[config.mk]
export PLATFORM = sky130hd
export DESIGN_NAME = assembly_token_lexer_top
export DESIGN_NICKNAME = d
export VERILOG_FILES = /design/src/rtl/atl_pkg.sv /design/src/rtl/assembly_token_lexer_top.sv
export SDC_FILE = /design/constraint.sdc
export NUM_CORES = 1
export LEC_CHECK = 0
export BUFFER_PORTS_ARGS = -buffer_cell sky130_fd_sc_hd__buf_4
export CAP_MARGIN = 20
export CORE_ASPECT_RATIO = 1.5
export CORE_UTILIZATION = 55
export CTS_BUF_LIST = sky130_fd_sc_hd__clkbuf_4 sky130_fd_sc_hd__clkbuf_8
export DETAILED_ROUTE_END_ITERATION = 10
export PLACE_DENSITY = 0.72
export SETUP_SLACK_MARGIN = 0.5
export SLEW_MARGIN = 20
export SYNTH_ARGS = -nofsm -noshare
export SYNTH_HDL_FRONTEND = slang
export SYNTH_SLANG_ARGS = --single-unit
export TNS_END_PERCENT = 30
[constraint.sdc]
create_clock -name aclk -period 17.2 [get_ports aclk]
set_clock_uncertainty 0.2 [all_clocks]
set_input_delay 3.44 -clock aclk [delete_from_list [all_inputs] [get_ports aclk]]
set_output_delay 3.44 -clock aclk [all_outputs]
set_load 0.02 [all_outputs]
[src/rtl/atl_pkg.sv]
// ----------------------------------------------------------------------------
// atl_pkg
// Token kinds, status codes and the result record of the assembly token lexer.
// ----------------------------------------------------------------------------
package atl_pkg;

    localparam logic [4:0] KIND_R0        = 5'd0;
    localparam logic [4:0] KIND_IMM       = 5'd4;
    localparam logic [4:0] KIND_ADD       = 5'd5;
    localparam logic [4:0] KIND_ADDI      = 5'd6;
    localparam logic [4:0] KIND_AND       = 5'd7;
    localparam logic [4:0] KIND_SUB       = 5'd8;
    localparam logic [4:0] KIND_SHIFT     = 5'd9;
    localparam logic [4:0] KIND_STORE     = 5'd10;
    localparam logic [4:0] KIND_XOR       = 5'd11;
    localparam logic [4:0] KIND_OR        = 5'd12;
    localparam logic [4:0] KIND_ORI       = 5'd13;
    localparam logic [4:0] KIND_ORHI      = 5'd14;
    localparam logic [4:0] KIND_LOAD      = 5'd15;
    localparam logic [4:0] KIND_BLT       = 5'd16;
    localparam logic [4:0] KIND_BE        = 5'd17;
    localparam logic [4:0] KIND_IMMEDIATE = 5'd18;

    localparam logic [1:0] STATUS_TOKEN    = 2'd0;
    localparam logic [1:0] STATUS_BAD_CHAR = 2'd1;
    localparam logic [1:0] STATUS_BAD_END  = 2'd2;

    typedef struct packed {
        logic [4:0]  kind;
        logic [15:0] value;
        logic [1:0]  status;
        logic [15:0] line;
        logic [15:0] column;
        logic        last;
    } result_t;

endpackage

[src/rtl/assembly_token_lexer_top.sv]
// ----------------------------------------------------------------------------
// assembly_token_lexer_top
// Byte-stream lexer for a small assembly language.
// ----------------------------------------------------------------------------
// The lexer takes one source byte per ready cycle: each transfer is decoded
// in the cycle it is accepted, and its results are written into a four-entry
// output queue that drains one result per m_ready cycle, the first one valid
// the cycle after the byte. A byte that closes a pending ADD, OR or immediate
// and is itself illegal yields two results; ready drops only while the queue
// holds more than two results, so a stalled consumer costs the producer
// nothing until three results are waiting. Errors are reported once with line
// and column, and later bytes are ignored until an end-of-input transfer.
// ----------------------------------------------------------------------------
module assembly_token_lexer_top #(
    parameter int VALUE_WIDTH = 16
) (
    input  logic        aclk,
    input  logic        aresetn,
    input  logic        s_valid,
    output logic        s_ready,
    input  logic [7:0]  s_ch,
    input  logic        s_end_of_input,
    output logic        m_valid,
    input  logic        m_ready,
    output logic [4:0]  m_token_kind,
    output logic [15:0] m_value,
    output logic [1:0]  m_status,
    output logic [15:0] m_err_line,
    output logic [15:0] m_err_column,
    output logic        m_last
);
    import atl_pkg::*;

    localparam int W          = VALUE_WIDTH;
    localparam int DEPTH      = 4;
    localparam int PTR_W      = $clog2(DEPTH);
    localparam int CNT_W      = $clog2(DEPTH + 1);

    localparam logic [4:0] ST_IDLE = 5'd0;
    localparam logic [4:0] ST_R    = 5'd1;
    localparam logic [4:0] ST_I    = 5'd2;
    localparam logic [4:0] ST_IM   = 5'd3;
    localparam logic [4:0] ST_A    = 5'd4;
    localparam logic [4:0] ST_AD   = 5'd5;
    localparam logic [4:0] ST_ADD  = 5'd6;
    localparam logic [4:0] ST_AN   = 5'd7;
    localparam logic [4:0] ST_S    = 5'd8;
    localparam logic [4:0] ST_SU   = 5'd9;
    localparam logic [4:0] ST_SH   = 5'd10;
    localparam logic [4:0] ST_SHI  = 5'd11;
    localparam logic [4:0] ST_SHIF = 5'd12;
    localparam logic [4:0] ST_ST   = 5'd13;
    localparam logic [4:0] ST_STO  = 5'd14;
    localparam logic [4:0] ST_STOR = 5'd15;
    localparam logic [4:0] ST_X    = 5'd16;
    localparam logic [4:0] ST_XO   = 5'd17;
    localparam logic [4:0] ST_O    = 5'd18;
    localparam logic [4:0] ST_OR   = 5'd19;
    localparam logic [4:0] ST_ORH  = 5'd20;
    localparam logic [4:0] ST_L    = 5'd21;
    localparam logic [4:0] ST_LO   = 5'd22;
    localparam logic [4:0] ST_LOA  = 5'd23;
    localparam logic [4:0] ST_B    = 5'd24;
    localparam logic [4:0] ST_BL   = 5'd25;
    localparam logic [4:0] ST_ZERO = 5'd26;
    localparam logic [4:0] ST_BIN  = 5'd27;
    localparam logic [4:0] ST_DEC  = 5'd28;
    localparam logic [4:0] ST_HEX  = 5'd29;

    logic [4:0]       state_reg, state_next;
    logic [W-1:0]     acc_reg, acc_next;
    logic [15:0]      line_reg, line_next;
    logic [15:0]      col_reg, col_next;
    logic             err_reg, err_next;

    result_t          fifo_mem [DEPTH];
    logic [PTR_W-1:0] rd_ptr_reg, wr_ptr_reg;
    logic [CNT_W-1:0] count_reg;

    logic             s_fire, m_fire;
    logic [7:0]       c_up;
    logic [15:0]      line_upd, col_upd;
    logic [W+15:0]    acc_ext;
    logic [15:0]      acc16;
    logic [4:0]       digit;
    logic [W-1:0]     acc_bin, acc_dec, acc_hex;
    logic [5:0]       idle_first, idle_redo;
    logic             redo;
    result_t          r0, r1;
    logic             r0_valid, r1_valid;

    // {accepted, next state} for a byte seen between tokens
    function automatic logic [5:0] idle_decode(input logic [7:0] c);
        logic [5:0] res;
        case (c)
            " ", 8'h09, 8'h0A, 8'h0D: res = {1'b1, ST_IDLE};
            "R": res = {1'b1, ST_R};
            "I": res = {1'b1, ST_I};
            "A": res = {1'b1, ST_A};
            "S": res = {1'b1, ST_S};
            "X": res = {1'b1, ST_X};
            "O": res = {1'b1, ST_O};
            "L": res = {1'b1, ST_L};
            "B": res = {1'b1, ST_B};
            "0": res = {1'b1, ST_ZERO};
            default: res = {1'b0, ST_IDLE};
        endcase
        return res;
    endfunction

    function automatic result_t tok(input logic [4:0] kind, input logic [15:0] value);
        result_t r;
        r        = '0;
        r.kind   = kind;
        r.value  = value;
        r.status = STATUS_TOKEN;
        return r;
    endfunction

    function automatic result_t err(input logic [1:0] status, input logic [15:0] line,
                                    input logic [15:0] column);
        result_t r;
        r        = '0;
        r.status = status;
        r.line   = line;
        r.column = column;
        return r;
    endfunction

    assign s_ready = (count_reg <= CNT_W'(DEPTH - 2));
    assign s_fire  = s_valid && s_ready;
    assign m_valid = (count_reg != '0);
    assign m_fire  = m_valid && m_ready;

    assign c_up     = (s_ch >= "a" && s_ch <= "z") ? s_ch - 8'd32 : s_ch;
    assign line_upd = (c_up == 8'h0A && line_reg != 16'hFFFF) ? line_reg + 16'd1 : line_reg;
    assign col_upd  = (c_up == 8'h0A) ? 16'd0 :
                      (col_reg != 16'hFFFF) ? col_reg + 16'd1 : col_reg;

    assign acc_ext = {16'd0, acc_reg};
    assign acc16   = acc_ext[15:0];

    always_comb begin
        digit = 5'd16;
        if (state_reg == ST_BIN && (c_up == "0" || c_up == "1")) begin
            digit = {4'd0, c_up[0]};
        end else if (state_reg != ST_BIN && c_up >= "0" && c_up <= "9") begin
            digit = {1'b0, c_up[3:0]};
        end else if (state_reg == ST_HEX && c_up >= "A" && c_up <= "F") begin
            digit = 5'(c_up - "A" + 8'd10);
        end
    end

    assign acc_bin = {acc_reg[W-2:0], digit[0]};
    assign acc_hex = {acc_reg[W-5:0], digit[3:0]};
    assign acc_dec = {acc_reg[W-4:0], 3'b000} + {acc_reg[W-2:0], 1'b0}
                   + {{(W-4){1'b0}}, digit[3:0]};

    assign idle_first = idle_decode(c_up);
    assign idle_redo  = idle_first;

    always_comb begin
        state_next = state_reg;
        acc_next   = acc_reg;
        line_next  = line_reg;
        col_next   = col_reg;
        err_next   = err_reg;
        r0         = '0;
        r1         = '0;
        r0_valid   = 1'b0;
        r1_valid   = 1'b0;
        redo       = 1'b0;
        if (s_fire) begin
            if (s_end_of_input) begin
                if (!err_reg) begin
                    r0_valid = 1'b1;
                    case (state_reg)
                        ST_IDLE:                r0_valid = 1'b0;
                        ST_ADD:                 r0 = tok(KIND_ADD, 16'd0);
                        ST_OR:                  r0 = tok(KIND_OR, 16'd0);
                        ST_ZERO:                r0 = tok(KIND_IMMEDIATE, 16'd0);
                        ST_BIN, ST_DEC, ST_HEX: r0 = tok(KIND_IMMEDIATE, acc16);
                        default:                r0 = err(STATUS_BAD_END, line_reg, col_reg);
                    endcase
                end
                state_next = ST_IDLE;
                acc_next   = '0;
                line_next  = 16'd1;
                col_next   = 16'd0;
                err_next   = 1'b0;
            end else if (!err_reg) begin
                line_next = line_upd;
                col_next  = col_upd;
                r0_valid  = 1'b1;
                r0        = err(STATUS_BAD_CHAR, line_upd, col_upd);
                state_next = ST_IDLE;
                case (state_reg)
                    ST_R: if (c_up >= "0" && c_up <= "3")
                        r0 = tok(KIND_R0 + 5'(c_up[1:0]), 16'd0);
                    ST_I: if (c_up == "M") begin
                        state_next = ST_IM; r0_valid = 1'b0;
                    end
                    ST_IM: if (c_up == "M") r0 = tok(KIND_IMM, 16'd0);
                    ST_A: if (c_up == "D") begin
                        state_next = ST_AD; r0_valid = 1'b0;
                    end else if (c_up == "N") begin
                        state_next = ST_AN; r0_valid = 1'b0;
                    end
                    ST_AD: if (c_up == "D") begin
                        state_next = ST_ADD; r0_valid = 1'b0;
                    end
                    ST_ADD: if (c_up == "I") begin
                        r0 = tok(KIND_ADDI, 16'd0);
                    end else begin
                        r0 = tok(KIND_ADD, 16'd0); redo = 1'b1;
                    end
                    ST_AN: if (c_up == "D") r0 = tok(KIND_AND, 16'd0);
                    ST_S: if (c_up == "U") begin
                        state_next = ST_SU; r0_valid = 1'b0;
                    end else if (c_up == "H") begin
                        state_next = ST_SH; r0_valid = 1'b0;
                    end else if (c_up == "T") begin
                        state_next = ST_ST; r0_valid = 1'b0;
                    end
                    ST_SU: if (c_up == "B") r0 = tok(KIND_SUB, 16'd0);
                    ST_SH: if (c_up == "I") begin
                        state_next = ST_SHI; r0_valid = 1'b0;
                    end
                    ST_SHI: if (c_up == "F") begin
                        state_next = ST_SHIF; r0_valid = 1'b0;
                    end
                    ST_SHIF: if (c_up == "T") r0 = tok(KIND_SHIFT, 16'd0);
                    ST_ST: if (c_up == "O") begin
                        state_next = ST_STO; r0_valid = 1'b0;
                    end
                    ST_STO: if (c_up == "R") begin
                        state_next = ST_STOR; r0_valid = 1'b0;
                    end
                    ST_STOR: if (c_up == "E") r0 = tok(KIND_STORE, 16'd0);
                    ST_X: if (c_up == "O") begin
                        state_next = ST_XO; r0_valid = 1'b0;
                    end
                    ST_XO: if (c_up == "R") r0 = tok(KIND_XOR, 16'd0);
                    ST_O: if (c_up == "R") begin
                        state_next = ST_OR; r0_valid = 1'b0;
                    end
                    ST_OR: if (c_up == "I") begin
                        r0 = tok(KIND_ORI, 16'd0);
                    end else if (c_up == "H") begin
                        state_next = ST_ORH; r0_valid = 1'b0;
                    end else begin
                        r0 = tok(KIND_OR, 16'd0); redo = 1'b1;
                    end
                    ST_ORH: if (c_up == "I") r0 = tok(KIND_ORHI, 16'd0);
                    ST_L: if (c_up == "O") begin
                        state_next = ST_LO; r0_valid = 1'b0;
                    end
                    ST_LO: if (c_up == "A") begin
                        state_next = ST_LOA; r0_valid = 1'b0;
                    end
                    ST_LOA: if (c_up == "D") r0 = tok(KIND_LOAD, 16'd0);
                    ST_B: if (c_up == "L") begin
                        state_next = ST_BL; r0_valid = 1'b0;
                    end else if (c_up == "E") begin
                        r0 = tok(KIND_BE, 16'd0);
                    end
                    ST_BL: if (c_up == "T") r0 = tok(KIND_BLT, 16'd0);
                    ST_ZERO: begin
                        acc_next = '0;
                        if (c_up == "B") begin
                            state_next = ST_BIN; r0_valid = 1'b0;
                        end else if (c_up == "D") begin
                            state_next = ST_DEC; r0_valid = 1'b0;
                        end else if (c_up == "X") begin
                            state_next = ST_HEX; r0_valid = 1'b0;
                        end else begin
                            r0 = tok(KIND_IMMEDIATE, 16'd0); redo = 1'b1;
                        end
                    end
                    ST_BIN, ST_DEC, ST_HEX: begin
                        if (digit != 5'd16) begin
                            state_next = state_reg;
                            r0_valid   = 1'b0;
                            case (state_reg)
                                ST_BIN:  acc_next = acc_bin;
                                ST_DEC:  acc_next = acc_dec;
                                default: acc_next = acc_hex;
                            endcase
                        end else begin
                            r0 = tok(KIND_IMMEDIATE, acc16); redo = 1'b1;
                        end
                    end
                    default: begin
                        // between tokens; unknown codes decode the same way
                        if (idle_first[5]) begin
                            state_next = idle_first[4:0];
                            r0_valid   = 1'b0;
                            if (idle_first[4:0] == ST_ZERO) acc_next = '0;
                        end
                    end
                endcase
                if (r0_valid && r0.status == STATUS_BAD_CHAR) err_next = 1'b1;
                if (redo) begin
                    if (idle_redo[5]) begin
                        state_next = idle_redo[4:0];
                        if (idle_redo[4:0] == ST_ZERO) acc_next = '0;
                    end else begin
                        r1_valid   = 1'b1;
                        r1         = err(STATUS_BAD_CHAR, line_upd, col_upd);
                        err_next   = 1'b1;
                        state_next = ST_IDLE;
                    end
                end
            end
        end
        r0.last = !r1_valid;
        r1.last = 1'b1;
    end

    always_ff @(posedge aclk) begin
        if (!aresetn) begin
            state_reg  <= ST_IDLE;
            acc_reg    <= '0;
            line_reg   <= 16'd1;
            col_reg    <= 16'd0;
            err_reg    <= 1'b0;
            rd_ptr_reg <= '0;
            wr_ptr_reg <= '0;
            count_reg  <= '0;
        end else begin
            state_reg  <= state_next;
            acc_reg    <= acc_next;
            line_reg   <= line_next;
            col_reg    <= col_next;
            err_reg    <= err_next;
            wr_ptr_reg <= wr_ptr_reg + PTR_W'(r0_valid) + PTR_W'(r1_valid);
            rd_ptr_reg <= rd_ptr_reg + PTR_W'(m_fire);
            count_reg  <= count_reg + CNT_W'(r0_valid) + CNT_W'(r1_valid) - CNT_W'(m_fire);
        end
    end

    always_ff @(posedge aclk) begin
        if (r0_valid) fifo_mem[wr_ptr_reg] <= r0;
        if (r1_valid) fifo_mem[wr_ptr_reg + PTR_W'(1)] <= r1;
    end

    assign m_token_kind = fifo_mem[rd_ptr_reg].kind;
    assign m_value      = fifo_mem[rd_ptr_reg].value;
    assign m_status     = fifo_mem[rd_ptr_reg].status;
    assign m_err_line   = fifo_mem[rd_ptr_reg].line;
    assign m_err_column = fifo_mem[rd_ptr_reg].column;
    assign m_last       = fifo_mem[rd_ptr_reg].last;

    a_count_bound: assert property (@(posedge aclk) disable iff (!aresetn)
        count_reg <= CNT_W'(DEPTH))
        else $error("output queue overflow");

    a_latched_silent: assert property (@(posedge aclk) disable iff (!aresetn)
        (s_fire && !s_end_of_input && err_reg) |=> (count_reg <= $past(count_reg)))
        else $error("result pushed while error latched");

    a_end_resets: assert property (@(posedge aclk) disable iff (!aresetn)
        (s_fire && s_end_of_input) |=>
            (state_reg == ST_IDLE && line_reg == 16'd1 && col_reg == 16'd0 && !err_reg))
        else $error("end of input did not reset the lexer");

    a_err_line: assert property (@(posedge aclk) disable iff (!aresetn)
        (m_valid && m_status != STATUS_TOKEN) |-> (m_err_line != 16'd0 && m_token_kind == 5'd0))
        else $error("error result without position");

    a_second_is_error: assert property (@(posedge aclk) disable iff (!aresetn)
        r1_valid |-> (r0_valid && r0.status == STATUS_TOKEN))
        else $error("second result without a closed token");

endmodule
---- Yosys cells after proc, flatten, opt, wreduce, memory -nomap -nowiden ----
Memory sizes are Yosys's and may differ from the RTL's. A register that Yosys moved wholly into a read port is not among the register bits.
Index checks and enable logic that the tools add are counted.
storage, ports and cells
  memory bits (read-only) ................. 0
  word-level logic and storage cells ...... 243
  latch bits .............................. 0
  bits of input ports ..................... 13
  output and inout port bits .............. 58
  bits in writable memories ............... 224
  memories ................................ 1
  flip-flop bits (word level) ............. 61
operators by class
  order comparisons ....................... 8
  bitwise logic cells ..................... 0
  shift operators ......................... 0
  reductions and logical operators ........ 23
  add/subtract/negate cells ............... 14
  multiply operators ...................... 0
  divide/modulo/power cells ............... 0
  equal/unequal tests ..................... 59
  multiplexer cells ....................... 130
memory list
  memory    depth  width  read ports  clocked after memory_dff  write ports  line                            RTL
  fifo_mem  4      56     1           1                         2            assembly_token_lexer_top.sv:76  result_t fifo_mem [DEPTH];
operators with widths
  operator                                                         count
  56-bit one-hot mux with 15 select lines                          1
  56-bit two-way mux                                               14
  55-bit two-way mux                                               8
  56-bit one-hot mux with 5 select lines                           1
  16-bit two-way mux                                               15
  34-bit two-way mux                                               5
  8-bit by 7-bit == test with 1-bit output, second input constant  16
  54-bit two-way mux                                               2
  53-bit two-way mux                                               2
  5-bit two-way mux                                                18
  5-bit one-hot mux with 17 select lines                           1
  5-bit == test, second input constant                             15
  6-bit one-hot mux with 10 select lines                           1
  16-bit one-hot mux with 3 select lines                           1
  1-bit two-way mux                                                45
  5-bit by 4-bit == test with 1-bit output, second input constant  8
  16-bit by 1-bit adder with 16-bit output, second input constant  2
  16-bit inequality test, second input constant                    2
  16-bit one-hot mux with 2 select lines                           1
  4-bit two-way mux                                                7
  25-bit OR reduction                                              1
  8-bit by 4-bit == test with 1-bit output, second input constant  3
  8-bit by 6-bit == test with 1-bit output, second input constant  3
  5-bit by 3-bit == test with 1-bit output, second input constant  4
  other kinds (36)                                                 58

---- Longest topological paths before layout ----
  depth in word-level cells ............... 22
  mapped depth ............................ 24

---- Least setup slack after synthesis ----
OpenSTA, ideal clock, no wires.
  kind .................................... input-to-reg
  from .................................... in s_ch[1]
  to ...................................... reg acc_reg[15], in the netlist acc16[15]
  buffers on the path ..................... 2
  setup time .............................. 0.101 ns
  arrival time ............................ 7.642 ns
  stages on the path ...................... 21
  path slack .............................. 9.257 ns
  cells stage by stage .................... inv_1 ha_1 clkbuf_1 nor3b_2 a21o_1 nor4bb_1 and3_1 clkbuf_1 a21oi_1 fa_1 inv_1 ha_1 a211oi_1 o21ai_0 a31oi_1 o21bai_1 a2111oi_0 o31ai_1 xnor2_1 nor3_1 o41ai_1
between the ends
  longest elaborated chain between the ends .. 18
ends and longest elaborated chain
  what                                                                                                                                line                             RTL
  start, declared                                                                                                                     assembly_token_lexer_top.sv:21   input logic [7:0] s_ch,
  8-bit by 7-bit >= comparator with 1-bit output / 8-bit by 7-bit less-or-equal comparator with 1-bit output (equally long branches)  assembly_token_lexer_top.sv:135  assign c_up = (s_ch >= "a" && s_ch <= "z") ? s_ch - 8'd32 : s_ch;
  1-bit logical AND                                                                                                                   assembly_token_lexer_top.sv:135
  8-bit two-way mux (*)                                                                                                               assembly_token_lexer_top.sv:135
  parallel branches: the longest is 12 deep, another holds 16-bit by 4-bit adder with 16-bit output                                   n/a
  16-bit two-way mux (*)                                                                                                              assembly_token_lexer_top.sv:303  if (redo) begin
  16-bit two-way mux (*)                                                                                                              assembly_token_lexer_top.sv:191  end else if (!err_reg) begin
  16-bit two-way mux (*)                                                                                                              assembly_token_lexer_top.sv:174  if (s_end_of_input) begin
  end signal, assigned                                                                                                                assembly_token_lexer_top.sv:332  acc_reg <= acc_next;
  end, declared                                                                                                                       assembly_token_lexer_top.sv:71   logic [W-1:0] acc_reg, acc_next;
Mark *: on every way between the ends. The select of a mux whose other input is x is not followed.
A chain may end at the register's enable or synchronous reset.

---- Worst setup path after layout ----
Same ends and word-level chain as after synthesis.

==> results by group <==
Synth
  • Most area-consuming cells after synthesis: edfxtp_1, dfxtp_1, mux4_2
  • Share of synthesized area spent on multiplexers: 0.108
  • Largest family of logic cells by synthesized area: compound AO/OA/AOI/OAI gates
  • Proportion of synthesized chip area in sequential cells: 0.418
  • Xor and xnor fraction of the mapped netlist area: 0.0167
  • Leading area contributor after synthesis: edfxtp_1
  • Number of nets produced by synthesis: 1837
  • Fraction of registers with async set or reset after synthesis: 0
  • Per-instance average area after synthesis: 9.44 sq um
  • Yosys warns: 0
  • Fraction of the mapped netlist area in compound gates: 0.201
  • Mapped Area: 16800 sq um
  • Cells after synthesis: 1782
  • Area share of the largest cell type after synthesis: 0.236
  • Post-synth cell types: 94
  • Count of flip-flops with a built-in enable after synthesis: 132
  • Adder and majority gate portion of the synthesized area: 0.0335
  • FF+latch count, synth: 285
  • Area fraction in and, or, nand and nor cells after synthesis: 0.176
  • Primary FF master, synth: dfxtp_1

Worst setup path
  • Startpoint class of the critical path: input pin
  • Kind of cell adding the most delay to the critical path: compound AO/OA/AOI/OAI gates
  • Critical path class: input pin to flop
  • CP max-delay cell: ha_1
  • Crit. End Element: flop
  • Buf/Inv on CP: 3
  • Crit path DAT: 8.78 ns
  • Worst EP required: 17.46 ns
  • Critical path fanouts, max: 17
  • Crit-path cells: buf_4 > inv_1 > ha_1 > nor3b_2 > a21o_1 > nor4bb_1 > and3_1 > a21oi_1 > fa_1 > inv_1 > ha_1 > a211oi_1 > o21ai_0 > a31oi_1 > o21bai_1 > a2111oi_0 > o31ai_1 > xnor2_1 > nor3_1 > o41ai_1
  • Largest stage delay, worst path: 0.59 ns

Placement
  • Placer Congestion: 0.995
  • Port Buffer Count: 70
  • Placed standard-cell area: 17600 sq um
  • Setup slack after placement: 8.07 ns
  • Dpl hpwl: 36200 microns

Timing
  • Final setup slack of the worst path: 8.68 ns
  • Transition time at the pin with the least slew margin: 1.05 ns
  • Minimum clock period: 8.52 ns
  • Highest clock rate: 0.117 GHz
  • Total negative slack for setup checks: 0 ns
  • Worst slew slack as a fraction of its limit: 0.301
  • Final period utilization: 0.495
  • Number of setup violations in the final report: 0
  • Number of max-slew violations in the final report: 0
  • Final Hold Fails: 0
  • Setup repair after global routing missed its margin: false

GRT
  • Global routing usage summed across all routing layers: 0.345
  • First-pass GRT wire length: 82200 microns
  • Residual overflow from global routing: 0
  • Vias in the first global route: 14800
  • Largest net degree at the start of global routing: 60
  • Number of antenna violations at the first check in global routing: 0

Clock network
  • Setup bufs post-CTS: 0
  • Worst skew pair latency: 0.58 ns
  • Clock tree sinks: 285
  • Number of buffers added to fix hold violations after cts: 0
  • Clock transition time at the flip-flop clock pins of the worst setup and hold paths: 0.06 ns
  • Post-cts repair resize count: 0
  • Worst-case clock buffer depth: 3
  • Max H-tree Level: 2
  • TritonCTS clock tree: done
  • Root Driver: clkbuf_8
  • Num CTS Buffers: 42

Drt
  • Uppermost routed layer: met4
  • Antenna-violating nets left: 0
  • M1 WL: 18900 microns
  • Number of remaining DRC errors: 2
  • Length of the first detailed-routing pass in iterations: 11
  • Metal2 WL: 27200 microns
  • Vias per inst: 6.71
  • Total number of vias: 14900
  • Routed WL: 52700 microns
  • Drt wl/cell: 23.7 microns
  • Met3 WL: 3360 microns
  • Number of violations reported at the end of detailed-routing iteration 0: 1374

Final layout
  • Area taken by flip-flops and latches: 7030 sq um
  • Cell area after layout: 18500 sq um
  • Largest Register: fifo_mem
  • Flip-flop count of the largest register after layout: 224
  • Final Net Count: 1846
  • Filler cell count: 2584
  • Share of layout cells above drive strength 1: 0.164
  • Layout-stage area growth over the synthesis result: 9.79%
  • Multi-input gate area: 9060 sq um

Floorplan
  • Floorplan Core Area: 30200 sq um
  • Die X: 145 microns
  • Count of pins on the block boundary: 71
  • Effective utilization at floorplan: 0.558
  • Height of the die: 216 microns
  • Number of cell rows: 78
  • DIE AREA: 31300 sq um

Pwr
  • Ratio of total power to cell area: 94.5 nW/um^2
  • Total Power: 1750 uW
  • VDD IR max: 0.0439 mV
  • Leakage: 0.00648 uW

Outcome
  • Status: finished, violations left
  • Violated checks: DRC

Min path
  • Worst min-delay path category: flop to flop

Run
  • Max Cap Viol: 0
[worst paths after layout]
check / from / end / slack, ns / cells past startpoint
setup / recovery: s_ch[1] / acc16[15] / 8.68 / 20
hold / removal: fifo_mem[2][34] / fifo_mem[2][34] / 0.26 / 2
setup reg to reg: state_reg[4] / acc16[15] / 11.42 / 18
hold reg to reg: fifo_mem[2][34] / fifo_mem[2][34] / 0.26 / 2
[where the power goes]
group	leakage [uW]	total, uW	internal [uW]	switching (uW)
clock network	0.000473	583	321	262
logic	0.00347	402	157	245
registers	0.00254	760	734	25.8
[placed cells by master, fill, tap and decap left out, types with 7 or more instances in the layout]
| cell type | n |
|---|---|
| nor2_1 | 169 |
| nand2_1 | 151 |
| dfxtp_1 | 151 |
| edfxtp_1 | 132 |
| o21ai_0 | 109 |
| buf_4 | 103 |
| a21oi_1 | 97 |
| nand3_1 | 87 |
| o22ai_1 | 72 |
| mux4_2 | 56 |
| mux2i_1 | 54 |
| inv_1 | 48 |
| clkbuf_8 | 47 |
| nor3_1 | 37 |
| ha_1 | 37 |
| and2_1 | 34 |
| a22oi_1 | 24 |
| a22o_1 | 19 |
| a221oi_1 | 19 |
| a31o_2 | 18 |
| clkbuf_4 | 18 |
| nor2b_1 | 17 |
| xor2_1 | 17 |
| nand2b_1 | 15 |
| and3_1 | 15 |
| xnor2_1 | 15 |
| o2bb2ai_1 | 13 |
| a31oi_1 | 12 |
| nor4_1 | 12 |
| or3_1 | 12 |
| nand4_1 | 12 |
| o211ai_1 | 11 |
| o21a_1 | 11 |
| a21o_1 | 10 |
| or2_2 | 10 |
| a21boi_0 | 7 |
| a211oi_1 | 7 |
[metrics by stage]
step           utilization  hold WS, ns  cells
2_1_floorplan            -        0.221   1782
5_1_grt              0.613        0.275   2224
6_report             0.613        0.258   2225
4_1_cts              0.612        0.257   2224
3_5_place_dp         0.583        0.244   2147
3_3_place_gp         0.582        0.229   2146
[worst reg2reg max path, cell delays in order, from the launching register on]
cell and delay [ns]:
dfxtp_1 0.30, buf_4 0.30, and2_0 0.64, nand2_1 0.26
nor4bb_1 0.36, and3_1 0.32, a21oi_1 0.09, fa_1 0.54
inv_1 0.06, ha_1 0.29, a211oi_1 0.32, o21ai_0 0.19
a31oi_1 0.31, o21bai_1 0.12, a2111oi_0 0.59, o31ai_1 0.19
xnor2_1 0.18, nor3_1 0.07, o41ai_1 0.34
[synth_stat cells (all sizes together) (4+ instances only)]
cell type	count
ha	37
a31oi	12
o31ai	5
a31o	21
fa	5
nor2b	17
a21oi	102
nor3	38
nand2b	15
and3	15
o21bai	6
o22ai	72
and2	37
mux2i	54
clkbuf	91
a22o	19
a211oi	7
xnor2	15
nor3b	8
a211o	6
inv	52
o211ai	12
nor2	176
nand3	88
or3	12
nor4	12
a221oi	20
and4	5
xor2	17
a22oi	24
dfxtp	153
or2	11
a21boi	8
o2bb2ai	13
mux4	56
buf	48
o21a	11
o21ai	118
nor4bb	4
edfxtp	132
nand4	12
a21o	10
nand2	151
[cell type report]
type,count,area share
clock buffer,65,0.0423
timing repair buffer,104,0.0425
sequential,285,0.381
multi-input combinational,1304,0.490
antenna,1,0.000135
tap,400,0.0271
inverter,54,0.0110
clock inverter,12,0.00630
[metal layers]
| metal | track usage | up-vias |
|---|---|---|
| li1 | - | 6726 |
| met1 | 0.392 | 7222 |
| met3 | 0.0398 | 231 |
| met4 | 0.212 | 0 |
| met2 | 0.610 | 742 |
| met5 | 0 | - |
[cell families after synthesis]
kind of cell	Yosys count
muxes	112
buffers and inverters	193
and+or+nand+nor	614
xor gates and xnor gates	32
adders and majority gates	42
DFF	285
AOI/OAI and AO/OA	504
(Power assumes the default switching activity.)
